`src/hdl/pwbr_pkg.sv`:
```
// ----------------------------------------------------------------------------
// pwbr_pkg
// Shared types and constants of the pulse-width bus receiver.
// ----------------------------------------------------------------------------
package pwbr_pkg;

    localparam int FRAME_BYTES = 12;
    localparam int IDX_W       = $clog2(FRAME_BYTES);
    localparam int CNT_W       = $clog2(FRAME_BYTES + 1);
    localparam logic [15:0] DUR_SAT  = 16'd32767;
    localparam logic [15:0] IDLE_CAP = 16'd1000;

    localparam logic [2:0] CFG_VPW     = 3'd0;
    localparam logic [2:0] CFG_SOF     = 3'd1;
    localparam logic [2:0] CFG_ACTIVE  = 3'd2;
    localparam logic [2:0] CFG_PASSIVE = 3'd3;
    localparam logic [2:0] CFG_BREAK   = 3'd4;
    localparam logic [2:0] CFG_END     = 3'd5;
    localparam logic [2:0] CFG_GAP     = 3'd6;

    typedef enum logic [3:0] {
        DS_SOF_A = 4'd0, DS_SOF_P = 4'd1, DS_ACT0 = 4'd2, DS_ACT1 = 4'd3,
        DS_PAS0 = 4'd4, DS_PAS1 = 4'd5, DS_BRK_A = 4'd6, DS_BRK_P = 4'd7,
        DS_EOD = 4'd8, DS_EOF = 4'd9, DS_IFS = 4'd10, DS_ABORT = 4'd11
    } dstate_t;

    // sequencer states
    typedef enum logic [2:0] {
        SQ_IDLE, SQ_DIFF, SQ_CLASS, SQ_APPLY, SQ_TICK, SQ_EMIT
    } seq_t;

    typedef struct packed {
        logic        mode;
        logic [31:0] stamp;
        logic        line_level;
    } in_item_t;

    typedef struct packed {
        logic [7:0] frame_byte;
        logic [3:0] byte_index;
        logic       last_byte;
        logic       frame_aborted;
    } out_item_t;

    // window slot selector for the shared compare unit
    typedef enum logic [3:0] {
        W_SOF0, W_SOF1, W_ACT0, W_ACT1, W_PAS0, W_PAS1,
        W_BRK0, W_BRK1, W_EOD, W_EOF, W_GAP
    } win_t;

    localparam int NWIN = 11;

endpackage

```
`src/hdl/pwbr_window_unit.sv`:
```
// ----------------------------------------------------------------------------
// pwbr_window_unit
// Shared window compare: tests one window per cycle against a duration.
// ----------------------------------------------------------------------------
module pwbr_window_unit (
    input  logic [63:0]          sof_windows,
    input  logic [63:0]          active_bit_windows,
    input  logic [63:0]          passive_bit_windows,
    input  logic [63:0]          break_windows,
    input  logic [63:0]          end_windows,
    input  logic [47:0]          gap_window,
    input  pwbr_pkg::win_t       sel,
    input  logic [15:0]          dur,
    output logic                 hit
);
    logic [31:0] pair;

    // pick the min/max pair
    always_comb
    begin
        unique case (sel)
            pwbr_pkg::W_SOF0: pair = sof_windows[31:0];
            pwbr_pkg::W_SOF1: pair = sof_windows[63:32];
            pwbr_pkg::W_ACT0: pair = active_bit_windows[31:0];
            pwbr_pkg::W_ACT1: pair = active_bit_windows[63:32];
            pwbr_pkg::W_PAS0: pair = passive_bit_windows[31:0];
            pwbr_pkg::W_PAS1: pair = passive_bit_windows[63:32];
            pwbr_pkg::W_BRK0: pair = break_windows[31:0];
            pwbr_pkg::W_BRK1: pair = break_windows[63:32];
            pwbr_pkg::W_EOD:  pair = end_windows[31:0];
            pwbr_pkg::W_EOF:  pair = end_windows[63:32];
            pwbr_pkg::W_GAP:  pair = gap_window[31:0];
            default:          pair = 32'h0000_ffff;
        endcase
    end

    assign hit = (pair[15:0] <= dur) && (dur <= pair[31:16]);
endmodule

```
`src/hdl/pulse_width_bus_receiver_unit.sv`:
```
// ----------------------------------------------------------------------------
// pulse_width_bus_receiver_unit
// J1850-style PWM/VPW bus decoder with frame buffer and idle-driven emit.
// ----------------------------------------------------------------------------
// edge request: DIFF, then CLASS testing one window per cycle (one window when
// the level repeats, all eleven otherwise), then APPLY
// tick request: DIFF, then TICK; an emit adds EMIT, which reads bytes in turn and waits on out stalls
// one request at a time; in_stall is high while the sequencer is busy
// one shared window comparator serves all interval classification
// rst_n asynchronously clears control state and config; byte store is not
// cleared
module pulse_width_bus_receiver_unit (
    input  logic                 clk,
    input  logic                 rst_n,
    input  logic                 in_valid,
    output logic                 in_stall,
    input  pwbr_pkg::in_item_t   in_data,
    output logic                 out_valid,
    input  logic                 out_stall,
    output pwbr_pkg::out_item_t  out_data,
    input  logic                 cfg_we,
    input  logic [2:0]           cfg_index,
    input  logic [63:0]          cfg_wdata
);
    localparam int IW = pwbr_pkg::IDX_W;
    localparam int CW = pwbr_pkg::CNT_W;
    localparam int NWIN_W = pwbr_pkg::NWIN;

    // configuration registers
    logic        vpw_reg;
    logic [63:0] sof_reg, act_reg, pas_reg, brk_reg, end_reg;
    logic [47:0] gap_reg;

    always_ff @(posedge clk or negedge rst_n)
    begin
        if (!rst_n)
        begin
            vpw_reg <= 1'b0;
            sof_reg <= '0; act_reg <= '0; pas_reg <= '0;
            brk_reg <= '0; end_reg <= '0; gap_reg <= '0;
        end
        else if (cfg_we)
        begin
            unique case (cfg_index)
                pwbr_pkg::CFG_VPW:     vpw_reg <= cfg_wdata[0];
                pwbr_pkg::CFG_SOF:     sof_reg <= cfg_wdata;
                pwbr_pkg::CFG_ACTIVE:  act_reg <= cfg_wdata;
                pwbr_pkg::CFG_PASSIVE: pas_reg <= cfg_wdata;
                pwbr_pkg::CFG_BREAK:   brk_reg <= cfg_wdata;
                pwbr_pkg::CFG_END:     end_reg <= cfg_wdata;
                pwbr_pkg::CFG_GAP:     gap_reg <= cfg_wdata[47:0];
                default:               ;
            endcase
        end
    end

    // decoder state
    pwbr_pkg::seq_t    seq_reg, seq_next;
    pwbr_pkg::dstate_t ds_reg, ds_next;
    logic              plev_reg, plev_next;
    logic [31:0]       ptime_reg, ptime_next;
    logic [7:0]        shf_reg, shf_next;
    logic [3:0]        bits_reg, bits_next;
    logic [CW-1:0]     nbytes_reg, nbytes_next;
    logic              abort_reg, abort_next;
    logic              mode_reg, lev_reg;
    logic [31:0]       stamp_reg;
    logic [31:0]       el_reg;
    logic [15:0]       dur_reg;
    logic [NWIN_W-1:0] hits_reg, hits_next;
    logic [3:0]        wsel_reg, wsel_next;
    logic [CW-1:0]     ecnt_reg, ecnt_next;
    logic [7:0]        store [pwbr_pkg::FRAME_BYTES];
    logic              st_we;
    logic [7:0]        st_wd;
    logic [7:0]        rd_reg;
    logic              ov_reg, ov_next;
    pwbr_pkg::out_item_t od_reg, od_next;
    logic              rd_pend_reg;
    logic [CW-1:0]     rd_pos_reg;
    logic              emit_go;

    logic hit;
    pwbr_window_unit u_win (
        .sof_windows(sof_reg), .active_bit_windows(act_reg),
        .passive_bit_windows(pas_reg), .break_windows(brk_reg),
        .end_windows(end_reg), .gap_window(gap_reg),
        .sel(pwbr_pkg::win_t'(wsel_reg)), .dur(dur_reg), .hit(hit)
    );

    assign in_stall  = (seq_reg != pwbr_pkg::SQ_IDLE);
    assign out_valid = ov_reg;
    assign out_data  = od_reg;

    // next byte read only when the output slot and read stage are empty
    assign emit_go = !ov_reg && !rd_pend_reg;

    // symbol decode from the collected window hits
    pwbr_pkg::dstate_t dd;
    logic              pb_en, pb_val, endck;
    pwbr_pkg::dstate_t end_tgt;
    always_comb
    begin
        dd = ds_reg; pb_en = 1'b0; pb_val = 1'b0; endck = 1'b0;
        end_tgt = pwbr_pkg::DS_EOF;
        if (!vpw_reg)
        begin
            if (lev_reg)
            begin
                if (hits_reg[pwbr_pkg::W_BRK0]) dd = pwbr_pkg::DS_BRK_P;
                else if (hits_reg[pwbr_pkg::W_SOF0])
                    dd = (ds_reg == pwbr_pkg::DS_SOF_A) ? pwbr_pkg::DS_SOF_P
                                                        : pwbr_pkg::DS_ABORT;
                else if (hits_reg[pwbr_pkg::W_ACT0]) dd = pwbr_pkg::DS_PAS0;
                else if (hits_reg[pwbr_pkg::W_ACT1]) dd = pwbr_pkg::DS_PAS1;
                else dd = pwbr_pkg::DS_ABORT;
            end
            else if (ds_reg == pwbr_pkg::DS_BRK_P && hits_reg[pwbr_pkg::W_BRK1])
                dd = pwbr_pkg::DS_IFS;
            else if (ds_reg == pwbr_pkg::DS_IFS && hits_reg[pwbr_pkg::W_GAP])
                dd = pwbr_pkg::DS_SOF_A;
            else if (ds_reg == pwbr_pkg::DS_SOF_P && hits_reg[pwbr_pkg::W_SOF1])
                dd = pwbr_pkg::DS_ACT0;
            else if (ds_reg == pwbr_pkg::DS_PAS0 && hits_reg[pwbr_pkg::W_PAS0])
                pb_en = 1'b1;
            else if (ds_reg == pwbr_pkg::DS_PAS1 && hits_reg[pwbr_pkg::W_PAS1])
            begin
                pb_en = 1'b1; pb_val = 1'b1;
            end
            else if ((ds_reg == pwbr_pkg::DS_PAS0 || ds_reg == pwbr_pkg::DS_PAS1)
                     && hits_reg[pwbr_pkg::W_EOF])
                endck = 1'b1;
            else dd = pwbr_pkg::DS_ABORT;
        end
        else if (lev_reg)
        begin
            if (hits_reg[pwbr_pkg::W_BRK0]) dd = pwbr_pkg::DS_IFS;
            else if (hits_reg[pwbr_pkg::W_SOF0])
                dd = (ds_reg == pwbr_pkg::DS_SOF_A) ? pwbr_pkg::DS_PAS0
                                                    : pwbr_pkg::DS_ABORT;
            else if (hits_reg[pwbr_pkg::W_ACT0])
            begin
                dd = pwbr_pkg::DS_PAS0; pb_en = (ds_reg != pwbr_pkg::DS_EOD);
            end
            else if (hits_reg[pwbr_pkg::W_ACT1])
            begin
                dd = pwbr_pkg::DS_PAS1; pb_en = (ds_reg != pwbr_pkg::DS_EOD);
                pb_val = 1'b1;
            end
            else dd = pwbr_pkg::DS_ABORT;
        end
        else
        begin
            if (ds_reg == pwbr_pkg::DS_IFS && hits_reg[pwbr_pkg::W_GAP])
                dd = pwbr_pkg::DS_SOF_A;
            else if (hits_reg[pwbr_pkg::W_PAS0])
            begin
                pb_en = 1'b1; dd = pwbr_pkg::DS_ACT0;
            end
            else if (hits_reg[pwbr_pkg::W_PAS1])
            begin
                pb_en = 1'b1; pb_val = 1'b1; dd = pwbr_pkg::DS_ACT1;
            end
            else if (ds_reg == pwbr_pkg::DS_PAS0 || ds_reg == pwbr_pkg::DS_PAS1)
            begin
                if (hits_reg[pwbr_pkg::W_EOF]) endck = 1'b1;
                else if (hits_reg[pwbr_pkg::W_EOD])
                begin
                    endck = 1'b1; end_tgt = pwbr_pkg::DS_EOD;
                end
                else dd = pwbr_pkg::DS_ABORT;
            end
            else dd = pwbr_pkg::DS_ABORT;
        end
        if (endck)
            dd = (bits_reg != 4'd0) ? pwbr_pkg::DS_ABORT : end_tgt;
    end

    // sequencer next state
    always_comb
    begin
        seq_next = seq_reg;
        unique case (seq_reg)
            pwbr_pkg::SQ_IDLE:
                if (in_valid) seq_next = pwbr_pkg::SQ_DIFF;
            pwbr_pkg::SQ_DIFF:
                seq_next = mode_reg ? pwbr_pkg::SQ_TICK : pwbr_pkg::SQ_CLASS;
            pwbr_pkg::SQ_CLASS:
                if (lev_reg == plev_reg) seq_next = pwbr_pkg::SQ_APPLY;
                else if (wsel_reg == 4'(pwbr_pkg::NWIN - 1))
                    seq_next = pwbr_pkg::SQ_APPLY;
            pwbr_pkg::SQ_APPLY: seq_next = pwbr_pkg::SQ_IDLE;
            pwbr_pkg::SQ_TICK:
                if ({16'd0, (el_reg > 32'(pwbr_pkg::IDLE_CAP))
                     ? pwbr_pkg::IDLE_CAP : el_reg[15:0]} < {16'd0, gap_reg[47:32]})
                    seq_next = pwbr_pkg::SQ_IDLE;
                else seq_next = pwbr_pkg::SQ_EMIT;
            pwbr_pkg::SQ_EMIT:
                if (emit_go && ecnt_reg == nbytes_reg)
                    seq_next = pwbr_pkg::SQ_IDLE;
            default: seq_next = pwbr_pkg::SQ_IDLE;
        endcase
    end

    // datapath updates per sequencer step
    always_comb
    begin
        ds_next = ds_reg; plev_next = plev_reg; ptime_next = ptime_reg;
        shf_next = shf_reg; bits_next = bits_reg; nbytes_next = nbytes_reg;
        abort_next = abort_reg; hits_next = hits_reg; wsel_next = wsel_reg;
        ecnt_next = ecnt_reg; ov_next = ov_reg; od_next = od_reg;
        st_we = 1'b0; st_wd = shf_reg;
        if (ov_reg && !out_stall) ov_next = 1'b0;
        unique case (seq_reg)
            pwbr_pkg::SQ_IDLE:
            begin
                wsel_next = 4'd0; hits_next = '0; ecnt_next = '0;
            end
            pwbr_pkg::SQ_DIFF: ;
            pwbr_pkg::SQ_CLASS:
            begin
                hits_next[wsel_reg] = hit;
                wsel_next = wsel_reg + 4'd1;
            end
            pwbr_pkg::SQ_APPLY:
            begin
                if (lev_reg != plev_reg)
                begin
                    ds_next = dd;
                    if (pb_en)
                    begin
                        shf_next = {shf_reg[6:0], pb_val};
                        bits_next = bits_reg + 4'd1;
                    end
                    if (endck) bits_next = 4'd0;
                    if (bits_next >= 4'd8)
                    begin
                        st_wd = shf_next;
                        if (nbytes_reg < CW'(pwbr_pkg::FRAME_BYTES))
                        begin
                            st_we = 1'b1;
                            nbytes_next = nbytes_reg + 1'b1;
                        end
                        bits_next = 4'd0;
                    end
                end
                plev_next = lev_reg; ptime_next = stamp_reg;
                if (ds_next == pwbr_pkg::DS_EOD || ds_next == pwbr_pkg::DS_EOF)
                    ds_next = pwbr_pkg::DS_SOF_A;
                else if (ds_next == pwbr_pkg::DS_ABORT)
                begin
                    ds_next = pwbr_pkg::DS_BRK_A; abort_next = 1'b1;
                end
            end
            pwbr_pkg::SQ_TICK: ;
            pwbr_pkg::SQ_EMIT:
            begin
                // ecnt addresses the store; its read data is registered into rd_reg
                if (emit_go)
                begin
                    if (ecnt_reg == nbytes_reg)
                    begin
                        nbytes_next = '0; abort_next = 1'b0;
                    end
                    else
                        ecnt_next = ecnt_reg + 1'b1;
                end
            end
            default: ;
        endcase
    end

    // registered read of the byte store
    logic [CW-1:0] rd_idx;
    assign rd_idx = ecnt_reg;

    always_ff @(posedge clk)
    begin
        if (st_we) store[nbytes_reg[IW-1:0]] <= st_wd;
        if (rd_idx < CW'(pwbr_pkg::FRAME_BYTES)) rd_reg <= store[rd_idx[IW-1:0]];
        if (seq_reg == pwbr_pkg::SQ_IDLE && in_valid)
        begin
            mode_reg <= in_data.mode; lev_reg <= in_data.line_level;
            stamp_reg <= in_data.stamp;
        end
        if (seq_reg == pwbr_pkg::SQ_DIFF)
        begin
            el_reg  <= stamp_reg - ptime_reg;
            dur_reg <= ((stamp_reg - ptime_reg) > 32'(pwbr_pkg::DUR_SAT))
                       ? pwbr_pkg::DUR_SAT : 16'((stamp_reg - ptime_reg));
        end
    end

    always_ff @(posedge clk or negedge rst_n)
    begin
        if (!rst_n)
        begin
            seq_reg <= pwbr_pkg::SQ_IDLE; ds_reg <= pwbr_pkg::DS_SOF_A;
            plev_reg <= 1'b0; ptime_reg <= '0; shf_reg <= '0; bits_reg <= '0;
            nbytes_reg <= '0; abort_reg <= 1'b0; hits_reg <= '0;
            wsel_reg <= '0; ecnt_reg <= '0; ov_reg <= 1'b0; od_reg <= '0;
            rd_pend_reg <= 1'b0; rd_pos_reg <= '0;
        end
        else
        begin
            seq_reg <= seq_next; ds_reg <= ds_next; plev_reg <= plev_next;
            ptime_reg <= ptime_next; shf_reg <= shf_next; bits_reg <= bits_next;
            nbytes_reg <= nbytes_next; abort_reg <= abort_next;
            hits_reg <= hits_next; wsel_reg <= wsel_next; ecnt_reg <= ecnt_next;
            // byte read issued last cycle becomes an output request now
            rd_pend_reg <= (seq_reg == pwbr_pkg::SQ_EMIT) && emit_go
                           && (ecnt_reg != nbytes_reg);
            rd_pos_reg <= ecnt_reg;
            if (rd_pend_reg)
            begin
                ov_reg <= 1'b1;
                od_reg <= '{frame_byte: rd_reg, byte_index: 4'(rd_pos_reg),
                            last_byte: (rd_pos_reg + 1'b1 == nbytes_reg),
                            frame_aborted: abort_reg};
            end
            else
            begin
                ov_reg <= ov_next; od_reg <= od_next;
            end
        end
    end

`ifndef ASSERT_OFF
    // no new request while a frame is being emitted
    a_busy: assert property (@(posedge clk) disable iff (!rst_n)
        (seq_reg == pwbr_pkg::SQ_EMIT) |-> in_stall)
        else $error("accepted during emit");
    // byte count never exceeds the store
    a_cnt: assert property (@(posedge clk) disable iff (!rst_n)
        nbytes_reg <= CW'(pwbr_pkg::FRAME_BYTES))
        else $error("byte count overflow");
    // a stalled output holds
    a_hold: assert property (@(posedge clk) disable iff (!rst_n)
        (out_valid && out_stall) |=> (out_valid && $stable(out_data)))
        else $error("output changed under stall");
`endif
endmodule
```
`config.mk`:
```
export PLATFORM = sky130hd
export DESIGN_NAME = pulse_width_bus_receiver_unit
export DESIGN_NICKNAME = d
export VERILOG_FILES = /design/src/hdl/pwbr_pkg.sv /design/src/hdl/pwbr_window_unit.sv /design/src/hdl/pulse_width_bus_receiver_unit.sv
export SDC_FILE = /design/constraint.sdc
export NUM_CORES = 1
export LEC_CHECK = 0
export BUFFER_PORTS_ARGS = -buffer_cell sky130_fd_sc_hd__buf_2
export CELL_PAD_IN_SITES_DETAIL_PLACEMENT = 0
export CELL_PAD_IN_SITES_GLOBAL_PLACEMENT = 1
export CORE_UTILIZATION = 52
export CTS_CLUSTER_SIZE = 28
export DETAILED_ROUTE_END_ITERATION = 16
export MAX_ROUTING_LAYER = met4
export PLACE_DENSITY_LB_ADDON = 0.05
export SLEW_MARGIN = 30
export SYNTH_ARGS = -nofsm -noshare
export SYNTH_HDL_FRONTEND = slang
export SYNTH_SLANG_ARGS = --single-unit
```
`constraint.sdc`:
```
create_clock -name clk -period 5.5 [get_ports clk]
set_clock_uncertainty 0.15 [all_clocks]
set_input_delay 0.55 -clock clk [delete_from_list [all_inputs] [get_ports clk]]
set_output_delay 0.55 -clock clk [all_outputs]
set_load 0.01 [all_outputs]
```
==> results.json <==
{
  "drive_gt1_frac": 0.308,
  "outcome": "complete, no violations",
  "clk_path_buf_depth": 3,
  "endpoint_kind": "flip-flop",
  "crit_required_ps": 5860,
  "dieArea_sq_mm": 0.0589,
  "start_util": 0.530,
  "ant_nets": 0,
  "holdWs_ps": 91.7,
  "synth-simple-area-share": 0.0630,
  "grtUsageTotal": 0.265,
  "grt_use_met2": 0.419,
  "p_per_area_mw_per_mm2": 465,
  "grt_max_degree": 109,
  "startpoint_type": "flip-flop",
  "nets": 2606,
  "cts_setup_buffers": 0,
  "stdcell_count": 3221,
  "gp_congestion": 0.899,
  "synthMuxAreaShare": 0.186,
  "largest_reg_flops": 96,
  "synth_xor_area_frac": 0.0116,
  "htreeDepth": 3,
  "synth_most_common_cell": "dfrtp_1",
  "wl_per_cell_um": 23.0,
  "fin_tns_setup_ps": 0,
  "drt-vias-per-instance": 6.00,
  "cp.arrival_ps": 5160,
  "ir_drop_v": 0.000342,
  "synth_top_area_share": 0.386,
  "rows": 87,
  "final_max_slew_viol_count": 0,
  "synth_fa_ha_area_frac": 0.0380,
  "cts_tree": "built",
  "io_buffers": 121,
  "maxCapViolCount": 0,
  "synth_cell_types": 90,
  "setup_viol": 0,
  "hold_viol": 0,
  "synthTopCellsByCount": "465 x dfrtp_1, 429 x mux2_2, 186 x edfxtp_1, 101 x inv_1, 99 x clkbuf_1",
  "synth-seq-cells": 651,
  "postSynthAreaPerCell_sq_um": 13.3,
  "drt_wl_total_um": 74200,
  "grt_pass1_wl_um": 117000,
  "synth_top_family_by_area": "multiplexers",
  "io_pins": 122,
  "min_period_over_period": 0.873,
  "syn2layout_area_growth_pct": 13.8,
  "grt_util_met3": 0.0452,
  "via_count": 19313,
  "yosys.area.top_type": "dfrtp_1",
  "drt_iter0_drc": 1339,
  "rsz0062_at_grt": "false",
  "post_cts_resized": 0,
  "worst_slew_pin_slew_ps": 897,
  "busiest_layer": "met2",
  "cts_buffers": 70,
  "post_synth_inst_count": 2257,
  "grt.overflow.total": 0,
  "rrSetupSlack_ps": 700,
  "min_path_type": "input pin to flip-flop",
  "utilization": 0.603,
  "synth_edf_count": 186,
  "clk_pin_slew_worst_paths_ps": 60,
  "synthFlopType": "dfrtp_1",
  "insertion_delay_ps": 620,
  "synthTopCellsByArea": "dfrtp_1 39%, edfxtp_1 19%, mux2_2 16%",
  "yosys_warnings": 0,
  "drc_errors": 0,
  "clkSinkCount": 651,
  "design_power_total_mw": 15.9,
  "synth_compound_area_frac": 0.101,
  "antenna_found_initial": 2,
  "fp.dieW_um": 243,
  "firstDrtPassIters": 6,
  "critPathMaxFanout": 15,
  "place_inst": 3056,
  "criticalPathCategory": "flip-flop to flip-flop",
  "die-height_um": 243,
  "grt.met1_usage": 0.355,
  "p_leak_nw": 14.3,
  "core_area_sq_mm": 0.0568,
  "finalCriticalPeriod_ps": 4800,
  "async_flop_share": 0.714,
  "fmax_mhz": 208,
  "yosysSeqAreaShare": 0.572,
  "netlist_area_sq_mm": 0.0301,
  "post-dp-hpwl_um": 49100,
  "grt_pass1_vias": 19894,
  "slew_headroom": 0.397,
  "cts-root-buf": "clkbuf_16",
  "cts_hold_buf": 36
}
[cells in the final DEF (no fill, tap or decap), drive strengths merged, types with 14 or more instances in the layout]
cell and instances:
inv 105, a211oi 20, a21oi 75, nand4 26
mux2i 22, xor2 20, a21o 25, ha 90
nand3 42, a221oi 49, mux2 429, or3 20
and3 14, nand2b 17, nand2 101, mux4 24
o22ai 15, o21ai 55, clkbuf 99, a222oi 17
dlygate4sd3 36, xnor2 19, edfxtp 186, a22oi 40
buf 164, dfrtp 465, a22o 50, nor2 49
clkinv 16, and2 29
[layout make-up]
type | count | area (sq um)
fillers | 4561 | 22500
well taps | 756 | 946
diodes | 3 | 7.51
clock buffers | 99 | 1980
clock inverters | 26 | 293
flip-flops and latches | 651 | 17200
repair buffers | 200 | 1370
inverters | 101 | 379
multi-input cells | 1385 | 12100
[metal layers]
layer | up-vias | wire length (um)
met4 | 0 | 1530
met5 | - | 0
met2 | 490 | 35600
met1 | 9930 | 33400
met3 | 107 | 3570
li1 | 8786 | -
[worst max-delay path: stages, from the launching register on]
cell and delay (ps):
dfrtp_1 640, inv_1 150, nor2_1 440, and2_1 770, buf_4 300, a221oi_1 90
nand3_1 110, ha_1 260, a21o_1 160, a21o_1 170, a21o_1 170, a21o_1 170
a21oi_1 190, nand2b_1 80, o21a_1 210, a211o_1 410, o22ai_1 230
[through the flow]
step | area [sq um] | setup WS (ps)
CTS | 34300 | 685
global route | 34300 | 400
floorplan | 30100 | 1450
detailed placement | 31600 | 732
global placement | 31600 | 850
finish | 34300 | 697
[power by group]
part           switching [mW]  internal, mW  total [mW]
sequential              0.593          6.10        6.69
clock                    1.93          2.72        4.65
combinational            2.64          1.96        4.60
total                    5.17          10.8        15.9
[path summary, 6_finish.rpt]
path,endpoint,startpoint,cells after the start
max,hits_reg[9],wsel_reg[3],16
max in group asynchronous,pas_reg[60],rst_n,4
min in group asynchronous,gap_reg[42],rst_n,2
min,pas_reg[63],cfg_wdata[63],2
min reg2reg,seq_reg[2],mode_reg,2
max reg2reg,hits_reg[9],wsel_reg[3],16
[cells by family after synthesis]
family | Yosys count
compound gates | 414
xor+xnor | 39
fa+ha+maj | 91
buf+inv | 227
flops | 651
mux | 475
other cells | 1
simple gates | 359
No activity file was read; power rests on OpenSTA's default activity.
